$ cat src/csa_pkg.sv
`timescale 1ns / 1ps

package csa_pkg;

   localparam int SLOTS      = 8;
   localparam int OWNER_BITS = 8;

   localparam int SLOT_W = $clog2(SLOTS);
   localparam int CNT_W  = $clog2(SLOTS + 1);

   localparam int KIND_W   = 1;
   localparam int OWNER_W  = 8;
   localparam int LEN_W    = 4;
   localparam int STATUS_W = 2;
   localparam int START_W  = 3;
   localparam int FREED_W  = 4;

   localparam logic [KIND_W-1:0] KIND_RESERVE = 1'b0;
   localparam logic [KIND_W-1:0] KIND_RELEASE = 1'b1;

   localparam logic [STATUS_W-1:0] RSP_GRANTED    = 2'd0;
   localparam logic [STATUS_W-1:0] RSP_NO_ROOM    = 2'd1;
   localparam logic [STATUS_W-1:0] RSP_RELEASED   = 2'd2;
   localparam logic [STATUS_W-1:0] RSP_BAD_LENGTH = 2'd3;

   typedef struct packed {
      logic [KIND_W-1:0]  kind;
      logic [OWNER_W-1:0] owner;
      logic [LEN_W-1:0]   run_length;
   } req_type;

   typedef struct packed {
      logic [STATUS_W-1:0] status;
      logic [START_W-1:0]  start_slot;
      logic [FREED_W-1:0]  freed_count;
   } rsp_type;

   typedef struct packed {
      logic capture;
      logic execute;
   } ctrl_cmd_type;

endpackage

$ cat src/csa_dp.sv
`timescale 1ns / 1ps

module csa_dp import csa_pkg::*; (
   input  logic         clock,
   input  logic         reset,
   input  ctrl_cmd_type cmd,
   input  req_type      req_data,
   output rsp_type      rsp_data
);

   req_type                 req_ff;
   rsp_type                 rsp_ff;
   rsp_type                 rsp_in;
   logic [SLOTS-1:0]        used_ff;
   logic [SLOTS-1:0]        used_in;
   logic [OWNER_BITS-1:0]   owner_ff [SLOTS];

   logic [OWNER_BITS-1:0]   who;
   logic                    len_ok;
   logic [SLOTS:0]          full_mask;
   logic [SLOTS-1:0]        run_mask;
   logic [SLOTS-1:0]        fit;
   logic                    found;
   logic [SLOT_W-1:0]       start_idx;
   logic [SLOTS-1:0]        grant_mask;
   logic [SLOTS-1:0]        match;
   logic [CNT_W-1:0]        match_cnt;
   logic                    do_grant;

   always_ff @(posedge clock) begin
      if (cmd.capture) begin
         req_ff <= req_data;
      end
      if (cmd.execute) begin
         rsp_ff <= rsp_in;
      end
   end

   always_ff @(posedge clock) begin
      if (reset) begin
         used_ff <= '0;
      end else begin
         used_ff <= used_in;
      end
   end

   // tags are written with the used bit, never read before that
   always_ff @(posedge clock) begin
      for (int i = 0; i < SLOTS; i++) begin
         if (cmd.execute && do_grant && grant_mask[i]) begin
            owner_ff[i] <= who;
         end
      end
   end

   assign who       = OWNER_BITS'(req_ff.owner);
   assign len_ok    = (req_ff.run_length != '0) && (int'(req_ff.run_length) <= SLOTS);
   assign full_mask = ((SLOTS + 1)'(1) << req_ff.run_length) - (SLOTS + 1)'(1);
   assign run_mask  = full_mask[SLOTS-1:0];

   // run fits at s when every slot of the window is free and it stays in the row
   always_comb begin
      for (int s = 0; s < SLOTS; s++) begin
         fit[s] = (((used_ff >> s) & run_mask) == '0) &&
                  ((s + int'(req_ff.run_length)) <= SLOTS);
      end
   end

   // lowest fitting start wins
   always_comb begin
      found     = 1'b0;
      start_idx = '0;
      for (int s = SLOTS - 1; s >= 0; s--) begin
         if (fit[s]) begin
            found     = 1'b1;
            start_idx = SLOT_W'(s);
         end
      end
   end

   assign grant_mask = run_mask << start_idx;

   always_comb begin
      match_cnt = '0;
      for (int i = 0; i < SLOTS; i++) begin
         match[i]  = used_ff[i] && (owner_ff[i] == who);
         match_cnt = match_cnt + CNT_W'(match[i]);
      end
   end

   assign do_grant = (req_ff.kind == KIND_RESERVE) && len_ok && found;

   always_comb begin
      used_in            = used_ff;
      rsp_in.status      = RSP_RELEASED;
      rsp_in.start_slot  = '0;
      rsp_in.freed_count = '0;
      if (req_ff.kind == KIND_RESERVE) begin
         if (!len_ok) begin
            rsp_in.status = RSP_BAD_LENGTH;
         end else if (!found) begin
            rsp_in.status = RSP_NO_ROOM;
         end else begin
            rsp_in.status     = RSP_GRANTED;
            rsp_in.start_slot = START_W'(start_idx);
            if (cmd.execute) begin
               used_in = used_ff | grant_mask;
            end
         end
      end else begin
         rsp_in.freed_count = FREED_W'(match_cnt);
         if (cmd.execute) begin
            used_in = used_ff & ~match;
         end
      end
   end

   assign rsp_data = rsp_ff;

endmodule

$ cat src/csa_ctrl.sv
`timescale 1ns / 1ps

module csa_ctrl import csa_pkg::*; (
   input  logic         clock,
   input  logic         reset,
   input  logic         req_valid,
   output logic         req_stall,
   output logic         rsp_valid,
   input  logic         rsp_stall,
   output ctrl_cmd_type cmd
);

   localparam logic S_IDLE = 1'b0;
   localparam logic S_EXEC = 1'b1;

   logic state_ff;
   logic state_in;
   logic rsp_valid_ff;
   logic rsp_valid_in;
   logic rsp_free;

   // output register can take a new result this cycle
   assign rsp_free = !rsp_valid_ff || !rsp_stall;

   always_comb begin
      state_in    = state_ff;
      cmd.capture = 1'b0;
      cmd.execute = 1'b0;
      unique case (state_ff)
         S_IDLE: begin
            if (req_valid) begin
               cmd.capture = 1'b1;
               state_in    = S_EXEC;
            end
         end
         S_EXEC: begin
            if (rsp_free) begin
               cmd.execute = 1'b1;
               state_in    = S_IDLE;
            end
         end
         default: begin
            state_in = S_IDLE;
         end
      endcase
   end

   always_comb begin
      rsp_valid_in = rsp_valid_ff;
      if (cmd.execute) begin
         rsp_valid_in = 1'b1;
      end else if (!rsp_stall) begin
         rsp_valid_in = 1'b0;
      end
   end

   always_ff @(posedge clock) begin
      if (reset) begin
         state_ff     <= S_IDLE;
         rsp_valid_ff <= 1'b0;
      end else begin
         state_ff     <= state_in;
         rsp_valid_ff <= rsp_valid_in;
      end
   end

   assign req_stall = (state_ff != S_IDLE);
   assign rsp_valid = rsp_valid_ff;

endmodule

$ cat src/contiguous_slot_allocator.sv
`timescale 1ns / 1ps
// response: the request is captured into the request register, then the execute step does
// the run search, owner compare and slot update together and registers the result into the
// response register; a stalled response holds the execute step
// a new request is not taken until the controller returns to idle after each execute, so
// one request is finished before the next is accepted
// reset clears every used bit (all slots free) and empties the response register;
// owner tags are not reset and are only read behind a set used bit
module contiguous_slot_allocator import csa_pkg::*; (
   input  logic    clock,
   input  logic    reset,
   input  logic    req_valid,
   output logic    req_stall,
   input  req_type req_data,
   output logic    rsp_valid,
   input  logic    rsp_stall,
   output rsp_type rsp_data
);

   ctrl_cmd_type cmd;

   csa_ctrl u_ctrl (
      .clock     (clock),
      .reset     (reset),
      .req_valid (req_valid),
      .req_stall (req_stall),
      .rsp_valid (rsp_valid),
      .rsp_stall (rsp_stall),
      .cmd       (cmd)
   );

   csa_dp u_dp (
      .clock    (clock),
      .reset    (reset),
      .cmd      (cmd),
      .req_data (req_data),
      .rsp_data (rsp_data)
   );

   // a transfer in always moves the controller out of idle
   assert property (@(posedge clock) disable iff (reset)
      req_valid && !req_stall |=> req_stall)
      else $error("request transfer did not start execution");

   // a new response only appears right after an execute cycle
   assert property (@(posedge clock) disable iff (reset)
      $rose(rsp_valid) |-> $past(req_stall))
      else $error("response appeared without an execute cycle");

   assert property (@(posedge clock) disable iff (reset)
      rsp_valid && rsp_data.status != RSP_RELEASED |-> rsp_data.freed_count == '0)
      else $error("freed count set on a reserve response");

   assert property (@(posedge clock) disable iff (reset)
      rsp_valid && rsp_data.status != RSP_GRANTED |-> rsp_data.start_slot == '0)
      else $error("start slot set on a response that granted nothing");

endmodule
$ cat config.mk
export PLATFORM = sky130hd
export DESIGN_NAME = contiguous_slot_allocator
export DESIGN_NICKNAME = d
export VERILOG_FILES = /design/src/csa_pkg.sv /design/src/csa_dp.sv /design/src/csa_ctrl.sv /design/src/contiguous_slot_allocator.sv
export SDC_FILE = /design/constraint.sdc
export NUM_CORES = 1
export LEC_CHECK = 0
export ABC_AREA = 1
export BUFFER_PORTS_ARGS = -buffer_cell sky130_fd_sc_hd__buf_2
export CORE_MARGIN = 2
export CORE_UTILIZATION = 30
export CTS_BUF_LIST = sky130_fd_sc_hd__clkbuf_16
export DETAILED_ROUTE_END_ITERATION = 10
export SYNTH_ARGS = -nofsm -noshare
export SYNTH_HDL_FRONTEND = slang
export SYNTH_HIERARCHICAL = 1
export SYNTH_SLANG_ARGS = --single-unit
$ cat constraint.sdc
create_clock -name clock -period 7.6 [get_ports clock]
set_input_delay 0.76 -clock clock [delete_from_list [all_inputs] [get_ports clock]]
set_output_delay 0.76 -clock clock [all_outputs]
set_load 0.01 [all_outputs]
==> results.yml, run 1 <==
worst_setup_path:
  path_class: "reg -> reg"
  critical_path.max_fanout: 16
  end_kind: "flip-flop"
  rr_worst_depth: 13
  crit_required_ns: 7.71
  critPathArrivalTime_ns: 4.33
  cp-start-kind: "flip-flop"
power_and_ir_drop:
  ir_drop_uv: 106
  leakage_uw: 0.00217
  power.density_nw_per_um2: 241
yosys:
  synth-main-ff-cell: "edfxtp_1"
  netlist_top_cells_area: "edfxtp_1 51%, xnor2_1 9.9%, nand2_1 9.3%, nand3_1 4.9%, dfxtp_1 4.0%"
  yosysMostFrequentCell: "nand2_1"
  synth_nets: 533
  syn_area_sq_um: 5050
  yosysTopAreaCellShare_pct: 51.1
  yosys-top-cells-count: "125 x nand2_1, 86 x edfxtp_1, 57 x xnor2_1"
  ys_ff_latch: 96
  yosys_warnings: 6
  ys_async_sr_fraction_pct: 0
  synth_area_leader_cell: "edfxtp_1"
  syn_avg_cell_area_sq_um: 9.98
  synth-edff-count: 86
  yosysUniqueCellTypes: 33
  ys_seq_area_share_pct: 55.1
  netlist_instances: 506
sta:
  setup_tns_ns: 0
  worst_slack_ns: 3.38
  setup_viol: 0
  clock_skew_ns: 0.0116
  tightest_slew_ns: 1.02
  layout_min_cycle_time_ns: 4.22
  rsz0062_at_grt: "false"
  period_share_pct: 55.5
  fin_hold_ws_ns: 0.495
  slew_violations: 0
  fmax_mhz: 237
  max_slew_margin_pct: 31.7
  hold_viol_final: 0
clock_network:
  clock_sinks: 96
  cts_resized: 0
  cts-root-buf: "clkbuf_16"
  hold_buffers: 0
  clock_latency_ns: 0.36
  htree_levels: 3
  cts_buffers: 9
  cts_tree: "yes"
  post_cts_buffers: 0
  clock_path_buffers: 2
  clk_pin_slew_ns: 0.07
global_route:
  grt_pass1_vias: 3436
  groute.usage.overall_pct: 12.9
  grt.overflow.total: 0
  antenna_found_initial: 0
  grt_max_degree: 19
  grt_first_pass_wirelength_microns: 17800
floorplan:
  rows: 47
  die_width_microns: 134
  coreArea_sq_um: 16500
  start_util_pct: 30.6
  die_h_microns: 134
  pin_count: 28
  dieArea_sq_um: 17900
min_path:
  hold_depth: 2
  hp-class: "reg -> reg"
layout:
  num-nets-final: 563
  post-route-util_pct: 34.6
  areaGrowthSynthToFinish_pct: 13.1
  antenna_cells: 0
  layout-drive-gt1-share_pct: 13.5
job:
  drv_cap: 0
routing:
  vias: 3558
  drc: 0
  ant_nets: 0
  initialDrtViolationCount: 181
  postRouteWirelength_microns: 10900
  via_per_inst: 4.68
  dr.pass1.iters: 5
  post_drt_wl_per_cell_microns: 14.3
placement:
  portBuffers: 27
  dp_hpwl_microns: 7930
  gp_congestion: 0.905
  place_ws_ns: 3.35
outcome:
  status: "completed"
-- cells in the final DEF, fill, tap and decap left out, types with 2 or more instances in the layout --
cell type / n
nand2_1: 125
edfxtp_1: 86
xnor2_1: 57
nand3_1: 49
nor2_1: 42
inv_1: 35
buf_2: 27
a21oi_1: 15
dfxtp_1: 10
nand4_1: 10
clkbuf_16: 9
xor2_1: 8
o21ai_0: 8
inv_2: 7
nor2_2: 6
ha_1: 6
inv_6: 4
or4_1: 4
nand2_4: 4
fa_1: 4
nand2_2: 3
buf_4: 3
nor4_1: 2
nand3_2: 2
nor2_4: 2
nand3_4: 2
nor3_1: 2
-- per-stage QoR --
stage | power, uW | cells | area (sq um)
global placement | 945 | 745 | 5430
finish | 1380 | 761 | 5710
CTS | 1390 | 761 | 5710
detailed placement | 952 | 745 | 5430
global route | 1450 | 761 | 5710
floorplan | 882 | 506 | 5050
-- critical path, cell delays in order, from the launching register on --
cell and delay (ns):
edfxtp_1 0.79, xnor2_1 0.21, nand4_1 0.14, or4_1 0.48, nor2_1 0.17, fa_1 0.41, inv_1 0.08, fa_1 0.40
inv_1 0.08, fa_1 0.42, ha_1 0.22, fa_1 0.38, xnor2_1 0.15, nor2_1 0.05
-- routing by layer --
metal	track usage [%]	part of all wire, %
met1	16.1	45
met2	21.0	47
met3	2.57	4.5
met4	6.86	3.3
met5	0	0
-- final cells by class --
class	count	area [sq um]
Fill cell	1673	10800
Sequential cell	96	2780
Multi-Input combinational cell	357	2050
Tap cell	220	275
Clock buffer	9	225
Timing Repair Buffer	30	158
Inverter	42	158
Clock inverter	7	62.6
-- registers in the layout, summed over array words and instances (netlist names) --
| register | cells |
|---|---|
| u_dp/req_ff | 5 |
| u_dp/rsp_data | 9 |
| u_dp/owner_ff | 64 |
| u_dp/used_ff | 8 |
| u_ctrl/req_stall | 1 |
| u_ctrl/rsp_valid | 1 |
| u_dp/who | 8 |
-- logic make-up after synthesis --
| logic type | count (synthesis) | synth area share [%] |
|---|---|---|
| simple gates | 255 | 23.4 |
| flops | 96 | 55.1 |
| xor+xnor | 65 | 11.3 |
| buf+inv | 53 | 4.31 |
| compound gates | 27 | 2.85 |
| fa+ha+maj | 10 | 3.07 |
-- report_power, final --
part / switching [uW] / total, uW / internal [uW]
Clock: 207 / 435 / 228
Sequential: 33.2 / 644 / 611
Combinational: 198 / 299 / 100
-- final timing paths --
path / end / start / slack [ns]
hold / removal: u_ctrl/rsp_valid / u_ctrl/rsp_valid / 0.50
setup reg to reg: u_dp/rsp_data[2] / u_dp/who[4] / 3.38
setup / recovery: u_dp/rsp_data[2] / u_dp/who[4] / 3.38
hold reg to reg: u_ctrl/rsp_valid / u_ctrl/rsp_valid / 0.50
Power figures use the tool's default switching activity.
==> run 2: changes to the inputs <==
==> constraint.sdc (replaced) <==
create_clock -name clock -period 4.2 [get_ports clock]
set_input_delay 0.42 -clock clock [delete_from_list [all_inputs] [get_ports clock]]
set_output_delay 0.42 -clock clock [all_outputs]
set_load 0.01 [all_outputs]
==> results.yml, run 2 (same netlist as run 1, synthesis figures left out) <==
worst_setup_path:
  crit_required_ns: 4.31
  critPathArrivalTime_ns: 4.10
  end_kind: "flip-flop"
  path_class: "reg -> reg"
  cp-start-kind: "flip-flop"
  critical_path.max_fanout: 8
sta:
  tightest_slew_ns: 0.819
  period_share_pct: 95.1
  clock_skew_ns: 0.00983
  setup_tns_ns: 0
  max_slew_margin_pct: 45.4
  slew_violations: 0
  setup_viol: 0
  hold_viol_final: 0
  worst_slack_ns: 0.205
  layout_min_cycle_time_ns: 3.99
  fmax_mhz: 250
  fin_hold_ws_ns: 0.242
  rsz0062_at_grt: "false"
routing:
  ant_nets: 0
  dr.pass1.iters: 4
  post_drt_wl_per_cell_microns: 14.0
  initialDrtViolationCount: 236
  drc: 0
  postRouteWirelength_microns: 11000
  via_per_inst: 4.59
  vias: 3597
clock_network:
  htree_levels: 3
  clock_latency_ns: 0.35
  cts_buffers: 9
  clock_sinks: 96
  cts-root-buf: "clkbuf_16"
  hold_buffers: 0
  cts_tree: "yes"
  clk_pin_slew_ns: 0.07
  clock_path_buffers: 2
  cts_resized: 0
floorplan:
  start_util_pct: 30.6
  coreArea_sq_um: 16500
  die_h_microns: 134
  dieArea_sq_um: 17900
  pin_count: 28
  die_width_microns: 134
  rows: 47
layout:
  final_common_cell: "nand2_1"
  num-nets-final: 586
  areaGrowthSynthToFinish_pct: 16.3
  largest_register_ffs: 64
  layout-drive-gt1-share_pct: 16.8
  layout_common_cells: "125 x nand2_1, 86 x edfxtp_1, 57 x xnor2_1"
  post-route-util_pct: 35.6
  antenna_cells: 0
  regMostFlops: "u_dp/owner_ff"
min_path:
  hp-class: "in -> reg"
job:
  drv_cap: 0
global_route:
  grt_max_degree: 18
  grt.overflow.total: 0
  groute.usage.overall_pct: 13.0
  grt_pass1_vias: 3543
  antenna_found_initial: 0
  grt_first_pass_wirelength_microns: 18100
placement:
  place_ws_ns: 0.130
  gp_congestion: 0.934
  portBuffers: 27
  dp_hpwl_microns: 8110
power_and_ir_drop:
  leakage_uw: 0.00228
  power.density_nw_per_um2: 426
  ir_drop_uv: 206
outcome:
  status: "completed"
==> run 2: layer usage <==
layer / up-vias / GRT usage [%] / wire length [microns]
met3: 17 / 2.87 / 443
met5: - / 0 / 0
met1: 1716 / 16.3 / 5000
met4: 0 / 6.50 / 274
li1: 1795 / - / -
met2: 69 / 21.3 / 5270
==> run 2: path summary, 6_finish.rpt <==
check / slack, ns / endpoint / depth (start not counted) / startpoint
setup / recovery: 0.21 / u_dp/rsp_data[2] / 13 / u_dp/who[4]
setup reg to reg: 0.21 / u_dp/rsp_data[2] / 13 / u_dp/who[4]
hold reg to reg: 0.50 / u_ctrl/rsp_valid / 2 / u_ctrl/rsp_valid
hold / removal: 0.24 / u_dp/who[6] / 1 / req_data[10]
==> run 2: critical path, stage by stage (launching register included) <==
cell and delay [ns]:
edfxtp_1 0.54, xnor2_1 0.23, nand4_1 0.12, or4_1 0.46
nor2_1 0.18, fa_1 0.41, inv_1 0.09, fa_1 0.42
inv_1 0.09, fa_1 0.42, ha_1 0.22, fa_1 0.39
xnor2_1 0.15, nor2_1 0.05
==> run 2: stage by stage <==
stage               area (sq um)  total power (uW)  cells
finish                      5880              2500    784
global route                5880              2640    784
CTS                         5820              2520    776
detailed placement          5540              1730    760
global placement            5540              1720    760
floorplan                   5050              1600    506
==> run 2: final cells by class <==
class / instances / area, sq um
Sequential cell: 96 / 2780
Clock inverter: 7 / 52.6
Tap cell: 220 / 275
Multi-Input combinational cell: 357 / 2050
Fill cell: 1588 / 10600
Timing Repair Buffer: 53 / 330
Inverter: 42 / 158
Clock buffer: 9 / 225
==> run 2: repair_timing <==
item,in CTS,in global routing
endpoints found under the hold margin,0,0
setup endpoints to repair,0,1
setup buffers,0,8
==> run 2: report_power, final <==
part           switching (uW)  internal (uW)  leakage (uW)
registers                45.5           1100      0.000871
logic                     373            199       0.00128
clock network             373            408      0.000134
total                     791           1710       0.00228
==> run 3: changes to the inputs <==
--- a/config.mk
+++ b/config.mk
@@ -7,10 +7,14 @@
 export LEC_CHECK = 0
 export ABC_AREA = 1
 export BUFFER_PORTS_ARGS = -buffer_cell sky130_fd_sc_hd__buf_2
+export CELL_PAD_IN_SITES_DETAIL_PLACEMENT = 0
+export CELL_PAD_IN_SITES_GLOBAL_PLACEMENT = 1
 export CORE_MARGIN = 2
 export CORE_UTILIZATION = 30
 export CTS_BUF_LIST = sky130_fd_sc_hd__clkbuf_16
 export DETAILED_ROUTE_END_ITERATION = 10
+export PLACE_DENSITY_LB_ADDON = 0.1
+export SKIP_LAST_GASP = 1
 export SYNTH_ARGS = -nofsm -noshare
 export SYNTH_HDL_FRONTEND = slang
 export SYNTH_HIERARCHICAL = 1
==> results.yml, run 3 (same netlist as run 1, synthesis figures left out) <==
outcome:
  status: "completed"
layout:
  final_common_cell: "nand2_1"
  largest_register_ffs: 64
  layout_common_cells: "125 x nand2_1, 86 x edfxtp_1, 57 x xnor2_1"
  layout-drive-gt1-share_pct: 16.4
  num-nets-final: 584
  areaGrowthSynthToFinish_pct: 15.8
  stdcell_area_sq_um: 5850
  antenna_cells: 0
  regMostFlops: "u_dp/owner_ff"
global_route:
  grt_first_pass_wirelength_microns: 19100
  grt_pass1_vias: 3440
  grt_max_degree: 16
  antenna_found_initial: 0
  grt.overflow.total: 0
  groute.usage.overall_pct: 14.2
floorplan:
  rows: 47
  die_width_microns: 134
  start_util_pct: 30.6
  pin_count: 28
  coreArea_sq_um: 16500
  die_h_microns: 134
  dieArea_sq_um: 17900
clock_network:
  cts_tree: "yes"
  hold_buffers: 0
  clock_path_buffers: 2
  cts_buffers: 9
  post_cts_buffers: 0
  htree_levels: 3
  clock_sinks: 96
  cts_resized: 0
  clock_latency_ns: 0.35
  cts-root-buf: "clkbuf_16"
  clk_pin_slew_ns: 0.07
sta:
  fmax_mhz: 256
  slew_violations: 0
  setup_viol: 0
  max_slew_margin_pct: 51.8
  period_share_pct: 93.0
  hold_viol_final: 0
  clock_skew_ns: 0.00734
  tightest_slew_ns: 0.722
  rsz0062_at_grt: "false"
  setup_tns_ns: 0
  layout_min_cycle_time_ns: 3.91
routing:
  initialDrtViolationCount: 220
  drc: 0
  vias: 3554
  ant_nets: 0
  dr.pass1.iters: 4
  postRouteWirelength_microns: 12000
  post_drt_wl_per_cell_microns: 15.3
  via_per_inst: 4.54
worst_setup_path:
  path_class: "reg -> reg"
  crit_required_ns: 4.31
  critical_path.max_fanout: 6
  end_kind: "flip-flop"
  critPathArrivalTime_ns: 4.01
  cp-start-kind: "flip-flop"
placement:
  dp_hpwl_microns: 9240
  portBuffers: 27
  gp_congestion: 0.810
  placed_cell_area_sq_um: 5580
power_and_ir_drop:
  leakage_uw: 0.00227
  power.density_nw_per_um2: 423
  ir_drop_uv: 228
job:
  drv_cap: 0
min_path:
  hp-class: "in -> reg"
## run 3: area by class of cell
class | instances | area [sq um]
fill | 1676 | 10700
tap | 220 | 275
multi-input combinational | 357 | 2050
clock inverter | 7 | 40.0
sequential | 96 | 2780
inverter | 42 | 158
timing repair buffer | 51 | 315
clock buffer | 9 | 225
## run 3: worst max-delay path: stages, from the launching register on
cell and delay (ns):
edfxtp_1 0.50, xnor2_1 0.21, nand4_1 0.13, or4_1 0.44, nor2_1 0.15, fa_1 0.44, inv_1 0.08, fa_1 0.41
inv_1 0.09, fa_1 0.42, ha_1 0.22, fa_1 0.39, xnor2_1 0.15, nor2_1 0.05
## run 3: path summary, 6_finish.rpt
path,from,to,slack (ns),cells after the start
worst max-delay path,u_dp/who[7],u_dp/rsp_data[2],0.29,13
worst min-delay path,req_data[3],u_dp/req_ff[3],0.25,1
worst max register to register,u_dp/who[7],u_dp/rsp_data[2],0.29,13
worst min register to register,u_ctrl/rsp_valid,u_ctrl/rsp_valid,0.48,2
## run 3: report_power, final
part / switching, uW / leakage [uW] / internal (uW) / total [uW]
Combinational: 386 / 0.00127 / 198 / 583
Sequential: 44.9 / 0.000871 / 1100 / 1150
Clock: 347 / 0.000136 / 396 / 743
## run 3: through the flow
stage	total power [uW]	hold slack (ns)	utilization [%]	worst slack (ns)	cells
floorplan	1600	0.459	-	0.187	506
global placement	1760	0.462	33.8	0.311	766
detailed placement	1760	0.472	33.8	0.272	766
CTS	2510	0.231	35.4	0.266	782
global route	2620	0.234	35.4	0.0688	782
finish	2480	0.247	35.4	0.295	782
## run 3: metal layers
| layer | share of wire, % | track usage [%] |
|---|---|---|
| met4 | 2.3 | 5.67 |
| met3 | 3.4 | 2.80 |
| met1 | 47 | 19.0 |
| met5 | 0 | 0 |
| met2 | 47 | 22.6 |
